`config.mk`:
```
export PLATFORM = sky130hd
export DESIGN_NAME = rlh_div
export DESIGN_NICKNAME = d
export VERILOG_FILES = /design/src/rlh_pkg.sv /design/src/rlh_div.sv
export SDC_FILE = /design/constraint.sdc
export NUM_CORES = 1
export LEC_CHECK = 0
export BUFFER_PORTS_ARGS = -buffer_cell sky130_fd_sc_hd__buf_2
export CORE_UTILIZATION = 60
export CTS_BUF_LIST = sky130_fd_sc_hd__clkbuf_8
export CTS_CLUSTER_SIZE = 40
export DETAILED_ROUTE_END_ITERATION = 12
export GPL_ROUTABILITY_DRIVEN = 0
export MAX_ROUTING_LAYER = met4
export PLACE_DENSITY = 0.91
export SLEW_MARGIN = 25
export SYNTH_ARGS = -nofsm -noshare
export SYNTH_HDL_FRONTEND = slang
export SYNTH_SLANG_ARGS = --single-unit
```
`constraint.sdc`:
```
create_clock -name clock -period 4.53 [get_ports clock]
set_input_delay 0.453 -clock clock [delete_from_list [all_inputs] [get_ports clock]]
set_output_delay 0.453 -clock clock [all_outputs]
set_load 0.005 [all_outputs]
```
`src/rlh_pkg.sv`:
```
// ----------------------------------------------------------------------------
// rlh_pkg
// Shared constants and types of the RGB/lightness histogram core.
// ----------------------------------------------------------------------------
package rlh_pkg;

   localparam int COUNT_BITS    = 24;
   localparam int FRACTION_BITS = 16;
   localparam int BINS          = 256;
   localparam int CHANNELS      = 4;

   localparam int PIXEL_BITS  = 8;
   localparam int ACTION_BITS = 2;
   localparam int CHAN_BITS   = $clog2(CHANNELS);
   localparam int BIN_BITS    = $clog2(BINS);

   localparam int FRAC_OUT_BITS = FRACTION_BITS + 1;
   localparam int QUOT_BITS     = COUNT_BITS + FRACTION_BITS;
   localparam int STEP_BITS     = $clog2(QUOT_BITS + 1);

   localparam logic [COUNT_BITS-1:0] COUNT_MAX  = '1;
   localparam logic [QUOT_BITS-1:0]  FRAC_ONE   = QUOT_BITS'(1) << FRACTION_BITS;
   localparam logic [BIN_BITS-1:0]   SWEEP_LAST = BIN_BITS'(BINS - 1);

   typedef enum logic [ACTION_BITS-1:0] {
      ACT_ACCUM = 2'd0,
      ACT_READ  = 2'd1,
      ACT_CLEAR = 2'd2
   } action_type;

   typedef enum logic [1:0] {
      ST_CLEAR,
      ST_RUN,
      ST_DIV
   } state_type;

endpackage

```
`src/rlh_div.sv`:
```
// ----------------------------------------------------------------------------
// rlh_div
// Bin fraction unit: (count << FRACTION_BITS) / total, restoring division,
// one quotient bit per cycle, clamped to one. A zero total finishes at once.
// ----------------------------------------------------------------------------
module rlh_div import rlh_pkg::*; (
   input  logic                     clock,
   input  logic                     reset,
   input  logic                     start,
   input  logic [COUNT_BITS-1:0]    count_in,
   input  logic [COUNT_BITS-1:0]    total_in,
   output logic                     done,
   output logic [FRAC_OUT_BITS-1:0] fraction,
   output logic                     no_pixels
);

   logic [STEP_BITS-1:0]  steps_ff;
   logic [COUNT_BITS-1:0] rem_ff;
   logic [QUOT_BITS-1:0]  quot_ff;
   logic [COUNT_BITS-1:0] divisor_ff;
   logic                  empty_ff;

   logic [COUNT_BITS:0]   trial;
   logic [COUNT_BITS:0]   diff;
   logic                  take;
   logic                  total_zero;
   logic [QUOT_BITS-1:0]  clamped;

   assign total_zero = (total_in == '0);
   assign trial      = {rem_ff, quot_ff[QUOT_BITS-1]};
   assign diff       = trial - {1'b0, divisor_ff};
   assign take       = (trial >= {1'b0, divisor_ff});

   always_ff @(posedge clock) begin
      if (reset) begin
         steps_ff <= '0;
      end else if (start) begin
         steps_ff <= total_zero ? '0 : STEP_BITS'(QUOT_BITS);
      end else if (steps_ff != '0) begin
         steps_ff <= steps_ff - STEP_BITS'(1);
      end
   end

   always_ff @(posedge clock) begin
      if (start) begin
         rem_ff     <= '0;
         quot_ff    <= total_zero ? '0 : {count_in, FRACTION_BITS'(0)};
         divisor_ff <= total_in;
         empty_ff   <= total_zero;
      end else if (steps_ff != '0) begin
         rem_ff  <= take ? diff[COUNT_BITS-1:0] : trial[COUNT_BITS-1:0];
         quot_ff <= {quot_ff[QUOT_BITS-2:0], take};
      end
   end

   assign clamped   = (quot_ff > FRAC_ONE) ? FRAC_ONE : quot_ff;
   assign done      = (steps_ff == '0);
   assign fraction  = clamped[FRAC_OUT_BITS-1:0];
   assign no_pixels = empty_ff;

endmodule

```
* Word level (Yosys, flattened, before mapping)
Index checks and enable logic that the tools add are counted.
Cells by class: add/sub/neg operators 2, multiply operators 0, div/mod/pow operators 0, magnitude comparators 2, equal/unequal tests 0, shifts and indexed selects 0, muxes and demuxes 8, bitwise logic cells 0, reductions and logical operators 4
Operators by type and width (number):
- 2-to-1 mux 40 bit | 3
- greater-than comparator 40 x 17 -> 1 bit (second input constant) | 1
- >= comparator 25 x 24 -> 1 bit | 1
- zero test 24 bit | 1
- 2-to-1 mux 24 bit | 1
- subtractor 24 bit | 1
- 2-to-1 mux 6 bit | 3
- 2-to-1 mux 17 bit | 1
- zero test 6 bit | 1
- nonzero test 6 bit | 1
- subtractor 6 x 1 -> 6 bit (second input constant) | 1
- nonzero test 2 bit | 1
Storage, ports and cells: bits in registers 95, bits in latches 0, memory bits (writable) 0, ROM bits 0, input bits 51, output and inout port bits 19, logic and storage cells 21, memories 0

* Longest topological paths before layout
Gate-level depths: netlist of the first run.
depth after elaboration 3, mapped depth 12, gate-level depth less buffers 11

* Worst setup path before layout of the first run
Ideal clock, no wire load.
kind reg-to-reg, start reg quot_ff[39], end reg rem_ff[22], library setup time 0.134 ns, arrival time 2.555 ns, required time 4.396 ns, setup slack 1.841 ns, cell stages (with the launch flop) 12, path buffers 0, period minus slack after synthesis 2.689 ns, cell sequence edfxtp_1 -> inv_1 -> ha_1 -> fa_1 -> nor2b_4 -> o31a_1 -> o2111a_2 -> o41ai_4 -> a211oi_1 -> or4_1 -> nand3_1 -> a211oi_1
On the way: longest elaborated chain between the ends 2, elaborated cells between the ends (all ways) 3, those cells by class 1 x add/sub; 1 x order compare; 1 x mux
RTL lines:
- start: declaration | RTL line rlh_div.sv:19 | logic [QUOT_BITS-1:0] quot_ff;
- start signal: assignment | RTL line rlh_div.sv:47 | quot_ff <= total_zero ? '0 : {count_in, FRACTION_BITS'(0)};
- start signal: assignment | RTL line rlh_div.sv:52 | quot_ff <= {quot_ff[QUOT_BITS-2:0], take};
- subtractor 24 bit or >= comparator 25 x 24 -> 1 bit (tied branches) | RTL line rlh_div.sv:31, rlh_div.sv:32
- 2-to-1 mux 24 bit (*) | RTL line rlh_div.sv:51 | rem_ff <= take ? diff[COUNT_BITS-1:0] : trial[COUNT_BITS-1:0];
- end signal: assignment | RTL line rlh_div.sv:51
- end: declaration | RTL line rlh_div.sv:18 | logic [COUNT_BITS-1:0] rem_ff;
Mark *: on every way between the ends. The rest lies on a longest branch, timed or not. A chain may end at the register's enable or synchronous reset.

* Worst setup path after layout of the first run
start reg divisor_ff[14], end reg rem_ff[10]
On the way: longest elaborated chain between the ends 2
RTL lines:
- start: declaration | RTL line rlh_div.sv:20 | logic [COUNT_BITS-1:0] divisor_ff;
- start signal: assignment | RTL line rlh_div.sv:48 | divisor_ff <= total_in;
- >= comparator 25 x 24 -> 1 bit | RTL line rlh_div.sv:32 | assign take = (trial >= {1'b0, divisor_ff});
- 2-to-1 mux 24 bit | RTL line rlh_div.sv:51
Every way passes these cells.

==> impl_metrics.tcl, run 1 <==
set metrics [dict create \
    status "complete, no violations" \
    grt_usage 0.2744 \
    cts-root-buf "clkbuf_8" \
    fmax_mhz 303.2 \
    drive_gt1_frac 0.1631 \
    cp.required_ps 4820 \
    synth_edf_count 65 \
    antennaDiodeCount 0 \
    grt_pass1_vias 4239 \
    finalSetupViolations 0 \
    yosys_warnings 0 \
    cp_data_arrival_time_ps 3580 \
    vias_per_cell 6.255 \
    synth_ff_type "edfxtp_1" \
    ir_drop_mv 0.2603 \
    numCtsBuffers 9 \
    fp.dieH_microns 96.74 \
    multi_input_area_sq_um 2619 \
    worstHoldStart "total_in[4]" \
    min_path_type "primary input to flip-flop" \
    path_clk_slew_ps 100 \
    rsz0062_at_grt "no" \
    synth.distinct_cells 62 \
    seqPwrFrac 0.427 \
    final_cells 715 \
    ant_nets 0 \
    slew_headroom 0.3223 \
    clk_latency_ps 380 \
    die-area_sq_um 9358 \
    fillers 621 \
    syn_to_final_growth_pct 11.11 \
    syn_avg_cell_area_sq_um 9.973 \
    vias 4472 \
    cts_tree "done" \
    cts_resized 0 \
    fin_crit_sh 0.7280 \
    p_sw_uw 1109 \
    yosysMostFrequentCell "nand2_1" \
    synth_top_area_cell "edfxtp_1" \
    overflow 0 \
    p_int_uw 1772 \
    cts_max_path_buffers 2 \
    cts_sinks 95 \
    power_uw 2881 \
    drtPass1Iterations 5 \
    grt_max_degree 96 \
    syn_nets 618 \
    syn-cell-area_sq_um 5385 \
    dieWidth_microns 96.74 \
    ys_top_cells_by_count "nand2_1 (66), edfxtp_1 (65), nor2_1 (35), dfxtp_1 (30), inv_1 (30)" \
    drtIter0Drc 364 \
    core_sq_um 8721 \
    post-place-cells 699 \
    postCtsSetupRepairBufs 0 \
    maxCapViolations 0 \
    dp_hpwl_mm 8.328 \
    seqCellArea_sq_um 2552 \
    start_util 0.6175 \
    worst_hold_slack_ps 256.8 \
    place_area_sq_um 5793 \
    rr_endpoint "rem_ff[10]" \
    comb_power_share 0.385 \
    grt_antenna_before_repair 0 \
    maxSlewViolCount 0 \
    ios 70 \
    static-leakage-power_uw 0.002529 \
    hold_violations 0 \
    crit_type "flip-flop to flip-flop" \
    grt_first_pass_wirelength_mm 20.13 \
    finalInstanceArea_sq_um 5983 \
    netlist_instances 540 \
    whs_endpoint "divisor_ff[4]" \
    ff2ff_setup_slack_ps 1230 \
    r2r_start "divisor_ff[14]" \
    drt_wl_total_mm 12.17 \
    power_frac_clock 0.188 \
    wire_per_inst_microns 17.02 \
    async_reset_ff_frac 0 \
    setup_tns_ps 0 \
    yosysSeqAreaShare 0.4740 \
    tightestPinTransition_ps 1017 \
    skew_ps 13.76 \
    synth_top_cell_area_share 0.3625 \
    p_sw_frac 0.3850 \
    fin_crit_ps 3298 \
    portBuffers 69 \
    end_kind "flip-flop" \
    critPathMaxFanout 20 \
    power.density_nw_per_um2 481.5 \
    ctsHoldBuffers 0 \
    synth_area_leaders "edfxtp_1 (36%), dfxtp_1 (11%), ha_1 (6.0%)" \
    hold_depth 1 \
    htree_levels 3 \
    start_kind "flip-flop" \
    drc_errors 0 \
    reg2regPathDepth 10 \
    synth-seq-cells 95 \
    nets 680 \
    core.rowCount 34 \
]
==> worst max-delay path, stage by stage (launching register included) <==
cell	delay, ps
edfxtp_1	330
inv_1	40
ha_1	410
and3_1	240
nand4_1	140
nor4_1	360
nor4_1	100
nand3_1	140
nand2_1	490
or4_1	680
a311oi_1	280
==> cell type report <==
type                    count  area share
clock buffers               9     0.02070
inverters                  31     0.01945
well taps                 108     0.02258
multi-input cells         392      0.4377
flip-flops and latches     95      0.4266
clock inverters             7     0.01025
repair buffers             73     0.06274
==> logic make-up (layout without fill, tap and decap cells) <==
family / after synthesis / count (layout) / share of synthesized area
buf+inv: 53 / 120 / 0.04066
compound gates: 127 / 127 / 0.1766
fa+ha+maj: 27 / 27 / 0.06413
simple gates: 215 / 215 / 0.2056
mux: 6 / 6 / 0.01138
xor+xnor: 17 / 17 / 0.02765
flops: 95 / 95 / 0.4740
==> registers in the layout, summed over array words and instances (netlist names) <==
name        cells
divisor_ff     24
rem_ff         24
quot_ff        40
steps_ff        6
no_pixels       1
==> layout by cell type, fill, tap and decap left out, types with 3 or more instances in the layout <==
cell	instances
clkbuf_8	9
mux2i_1	5
a21oi_1	21
a21o_1	7
o211ai_1	3
a311oi_1	12
o21a_1	5
a31oi_1	3
nand2_1	66
buf_2	69
xnor2_1	8
ha_1	26
edfxtp_1	65
o2bb2ai_1	23
o2111ai_1	3
nor2_1	35
o21bai_1	3
and3_1	6
and2_1	20
buf_4	4
o21ai_0	16
a211oi_1	11
nor2b_1	18
dfxtp_1	30
nand3_1	8
xor2_1	9
nor4_1	21
or3_1	5
nand2b_1	7
nor3_1	8
inv_1	30
nand4b_1	3
nand4_1	6
==> worst max-delay path by stage <==
stage | startpoint | end | slack, ps
floorplan | quot_ff[39] | rem_ff[22] | 1840
global placement | divisor_ff[14] | rem_ff[10] | 1560
detailed placement | divisor_ff[14] | rem_ff[10] | 1320
CTS | divisor_ff[14] | rem_ff[10] | 1300
global route | divisor_ff[14] | rem_ff[10] | 1050
finish | divisor_ff[14] | rem_ff[10] | 1230
==> per-layer routing <==
layer  up-vias  wire length (microns)  part of all wire  global-route usage
met5         -                      0                 0                   -
met4         0                    367             0.030              0.1183
met3        46                    749             0.062             0.04046
met2       205                   5844              0.48              0.4296
met1      2086                   5205              0.43              0.3577
li1       2135                      -                 -                   -
==> power by group through the flow <==
stage	sequential [uW]	combinational, uW	clock, uW
after floorplan	1210	870	0
after global placement	1230	1020	0
after detailed placement	1240	1070	0
after CTS	1230	1080	544
after global routing	1250	1220	586
final	1230	1110	540
==> stage by stage <==
stage          utilization  worst slack [ps]
3_5_place_dp        0.6643              1324
3_3_place_gp        0.6643              1560
2_1_floorplan            -              1841
6_report            0.6861              1232
4_1_cts             0.6855              1304
5_1_grt             0.6861              1047
No activity file was read; power rests on OpenSTA's default activity.
==> run 2, diff against run 1 <==
Clock period 4.53 ns to 3.15 ns, I/O delays scaled along.
==> run 2 against run 1 <==
Cell count up 0.84%; worst hold slack worse by 140 ps; wire length up 1.9%; worst setup slack worse by 1000 ps; clock power up 47%; global-route usage up 0.70 points; critical path depth up 1; non-clock buffer count up 6; fmax up 12%.
==> impl_metrics.tcl, run 2 (synthesized netlist as in run 1, its figures left out) <==
set metrics [dict create \
    status "complete, no violations" \
    top_register "quot_ff" \
    die-area_sq_um 9358 \
    fmax_mhz 338.3 \
    tightestPinTransition_ps 642.4 \
    critPathMaxFanout 5 \
    overflow 0 \
    drtPass1Iterations 5 \
    ir_drop_mv 0.3818 \
    r2r_start "quot_ff[39]" \
    dp_hpwl_mm 8.550 \
    portBuffers 69 \
    cts_sinks 95 \
    slew_headroom 0.5717 \
    power.density_nw_per_um2 697.7 \
    skew_ps 13.12 \
    ff2ff_setup_slack_ps 190 \
    maxSlewViolCount 0 \
    hold_violations 0 \
    static-leakage-power_uw 0.002558 \
    start_util 0.6175 \
    worstHoldStart "total_in[23]" \
    cp-startpoint "quot_ff[39]" \
    dp_slack_ps 235.0 \
    nets 686 \
    drtIter0Drc 402 \
    fillers 611 \
    fin_crit_ps 2956 \
    fin_crit_sh 0.9384 \
    ant_nets 0 \
    grt_pass1_vias 4297 \
    min_path_type "primary input to flip-flop" \
    vias_per_cell 6.319 \
    timing.final.ws_setup_ps 193.9 \
    dieWidth_microns 96.74 \
    drc_errors 0 \
    cts_max_path_buffers 2 \
    rr_endpoint "rem_ff[22]" \
    core.rowCount 34 \
    antennaDiodeCount 0 \
    grt_usage 0.2814 \
    final_common_cell "buf_2" \
    drive_gt1_frac 0.1713 \
    ctsHoldBuffers 0 \
    crit_type "flip-flop to flip-flop" \
    core_sq_um 8721 \
    drt_wl_total_mm 12.40 \
    start_kind "flip-flop" \
    wire_per_inst_microns 17.19 \
    fp.dieH_microns 96.74 \
    vias 4556 \
    htree_levels 3 \
    grt_antenna_before_repair 0 \
    maxCapViolations 0 \
    syn_to_final_growth_pct 11.94 \
    final_cell_mix "buf_2 (69), nand2_1 (66), edfxtp_1 (65)" \
    grt_max_degree 66 \
    cp_data_arrival_time_ps 3210 \
    ios 70 \
    finalSetupViolations 0 \
    cts_tree "done" \
    numCtsBuffers 9 \
    reg2regPathDepth 11 \
    postCtsSetupRepairBufs 0 \
    cts-root-buf "clkbuf_8" \
    cp.required_ps 3400 \
    grt_first_pass_wirelength_mm 20.77 \
    reg_top3 "quot_ff x40, divisor_ff x24, rem_ff x24" \
    largest_reg_flops 40 \
    path_clk_slew_ps 110 \
    hold_depth 1 \
    worst_hold_slack_ps 118.3 \
    clk_latency_ps 380 \
    whs_endpoint "divisor_ff[23]" \
    end_kind "flip-flop" \
]
==> run 2: cell types whose count changed in the layout (fill, tap and decap cells not counted) <==
cell      delta
buf_4        +6
a211oi_1     -1
a211oi_2     +1
nor3_2       -1
nor3_1       +1
==> run 2: area by class of cell <==
cell class / count / area [sq um] / share of cell area
multi-input combinational: 392 / 2619 / 0.4344
sequential: 95 / 2552 / 0.4234
timing repair buffer: 79 / 420.4 / 0.06974
tap: 108 / 135.1 / 0.02242
clock buffer: 9 / 123.9 / 0.02055
inverter: 31 / 116.4 / 0.01930
clock inverter: 7 / 61.31 / 0.01017
==> run 2: worst max-delay path by stage <==
stage	depth (start not counted)	end	slack, ps
detailed placement	11	rem_ff[22]	230
global placement	11	rem_ff[22]	280
finish	11	rem_ff[22]	190
global route	10	rem_ff[3]	-40
CTS	11	rem_ff[17]	170
floorplan	11	rem_ff[22]	460
==> run 2: worst max-delay path, cell delays in order (launching register included) <==
cell and delay (ps):
edfxtp_1 430, inv_1 80, ha_1 180, fa_1 240
nor2b_4 60, o31a_1 280, o2111a_2 320, o41ai_4 440
a211oi_1 150, or4_1 480, nand3_1 90, a211oi_1 60
==> run 2: per-stage QoR <==
stage / instance area, sq um / utilization / total power, uW / std cells / TNS [ps]
finish: 6028 / 0.6912 / 4206 / 721 / 0
global route: 6028 / 0.6912 / 4446 / 721 / -35.23
CTS: 6023 / 0.6907 / 4156 / 721 / 0
detailed placement: 5838 / 0.6694 / 3362 / 705 / 0
global placement: 5838 / 0.6694 / 3279 / 705 / 0
floorplan: 5385 / - / 2988 / 540 / 0
==> run 2: metal layers <==
layer | wire, microns | track usage | share of wire
met1 | 5172 | 0.3643 | 0.42
met2 | 5935 | 0.4350 | 0.48
met3 | 801 | 0.04335 | 0.065
met4 | 485 | 0.1355 | 0.039
met5 | 0 | - | 0
==> run 2: power breakdown <==
part	switching, uW	internal (uW)	leakage [uW]	total, uW
Sequential	170	1600	0.000932	1770
Clock	489	304	0.0000940	792
Combinational	972	671	0.00153	1640
==> run 2: repair_timing <==
action,in CTS,in global routing
hold endpoints to repair,0,0
endpoints found under the setup margin,0,8
gates resized for setup,0,1
==> run 3, diff against run 2 <==
Settings changed: PLACE_DENSITY 0.91 to 0.82.
==> run 3 against run 2 <==
Power rose by 2.3%; critical path depth fell by 1; worst hold slack improved by 2.8 ps; clock skew rose by 8.1 ps; wire length fell by 3.0%; sequential share of layout area fell by 0.31 points; count of clock-buffer cells in the layout did not move; final area rose by 0.75%.
==> impl_metrics.tcl, run 3 (synthesized netlist as in run 1, its figures left out) <==
set metrics [dict create \
    start_util 0.6175 \
    power_uw 4302 \
    core.rowCount 34 \
    overflow 0 \
    place_area_sq_um 5833 \
    clk_latency_ps 380 \
    static-leakage-power_uw 0.002585 \
    grt_usage 0.2711 \
    status "complete, no violations" \
    maxCapViolations 0 \
    worst_hold_slack_ps 121.0 \
    drc_errors 0 \
    drive_gt1_frac 0.1694 \
    fp.dieH_microns 96.74 \
    dp_hpwl_mm 8.286 \
    slew_headroom 0.5946 \
    cts_sinks 95 \
    critPathMaxFanout 19 \
    final_cell_mix "buf_2 (68), nand2_1 (66), edfxtp_1 (65)" \
    fmax_mhz 334.2 \
    drtPass1Iterations 4 \
    cts-root-buf "clkbuf_8" \
    syn_to_final_growth_pct 12.78 \
    grt_max_degree 60 \
    fillers 667 \
    tightestPinTransition_ps 607.4 \
    vias_per_cell 6.090 \
    antennaDiodeCount 0 \
    grt_antenna_before_repair 0 \
    finalSetupViolations 0 \
    fin_crit_sh 0.9500 \
    cts_resized 0 \
    largest_reg_flops 40 \
    nets 687 \
    grt_first_pass_wirelength_mm 19.99 \
    setup_tns_ps 0 \
    start_kind "flip-flop" \
    fin_crit_ps 2992 \
    wire_per_inst_microns 16.66 \
    hold_violations 0 \
    power.density_nw_per_um2 708.3 \
    dieWidth_microns 96.74 \
    die-area_sq_um 9358 \
    cp_data_arrival_time_ps 3260 \
    cts_tree "done" \
    rsz0062_at_grt "no" \
    ir_drop_mv 0.3208 \
    min_path_type "primary input to flip-flop" \
    drt_wl_total_mm 12.03 \
    reg_top3 "quot_ff x40, divisor_ff x24, rem_ff x24" \
    numCtsBuffers 9 \
    ios 70 \
    crit_type "flip-flop to flip-flop" \
    portBuffers 69 \
    skew_ps 21.20 \
    htree_levels 3 \
    ant_nets 0 \
    final_common_cell "buf_2" \
    vias 4397 \
    cts_max_path_buffers 2 \
    path_clk_slew_ps 110 \
    maxSlewViolCount 0 \
    grt_pass1_vias 4159 \
    end_kind "flip-flop" \
    drtIter0Drc 213 \
    finalInstanceArea_sq_um 6073 \
    top_register "quot_ff" \
    core_sq_um 8721 \
    cp.required_ps 3420 \
]
==> run 3: cell types whose count changed in the layout (fill, tap and decap cells not counted), sizes merged <==
| cell | previous run | this run |
|---|---|---|
| buf | 79 | 80 |
| clkinvlp | 1 | 0 |
| bufinv | 0 | 2 |
| inv | 34 | 35 |
| clkinv | 3 | 1 |
==> run 3: area by class of cell <==
cell class	instances	area, sq um	share of cell area
inverters	31	116.4	0.01916
clock inverters	7	101.3	0.01669
multi-input cells	392	2614	0.4304
well taps	108	135.1	0.02225
repair buffers	80	430.4	0.07087
clock buffers	9	123.9	0.02040
flip-flops and latches	95	2552	0.4203
==> run 3: per-layer routing <==
metal	vias to the layer above	wire length, microns	global-route usage
li1	2149	-	-
met1	2122	5598	0.3670
met2	105	5696	0.4160
met3	21	478	0.04263
met4	0	255	0.09759
met5	-	0	-
==> run 3: what timing repair did <==
| action | in CTS | in global routing |
|---|---|---|
| hold buffers | 0 | 0 |
| setup endpoints to repair | 0 | 2 |
| endpoints found under the hold margin | 0 | 0 |
| setup buffers | 0 | 2 |
==> run 3: worst max-delay path: stages, from the launching register on <==
cell	delay [ps]
edfxtp_1	390
inv_1	70
ha_1	300
nor2b_1	240
o31ai_1	140
a21oi_2	260
o2111ai_2	190
and3_1	280
nor2_4	460
a31oi_1	230
a211oi_1	330
==> run 3: power breakdown <==
| group | switching, uW | internal, uW | total (uW) |
|---|---|---|---|
| Sequential | 169 | 1600 | 1770 |
| Combinational | 947 | 671 | 1620 |
| Clock | 456 | 459 | 914 |
==> run 3: path summary, 6_finish.rpt <==
path	from	to	slack (ps)	cells after the start
hold / removal	total_in[9]	divisor_ff[9]	120	1
setup / recovery	divisor_ff[1]	rem_ff[3]	160	10
hold reg to reg	rem_ff[17]	rem_ff[18]	500	2
setup reg to reg	divisor_ff[1]	rem_ff[3]	160	10
==> run 3: through the flow <==
stage | utilization | setup WS [ps] | instances
finish | 0.6964 | 157.6 | 722
global route | 0.6964 | 17.27 | 722
CTS | 0.6947 | 161.1 | 720
detailed placement | 0.6689 | 252.4 | 704
global placement | 0.6689 | 298.2 | 704
floorplan | - | 461.3 | 540
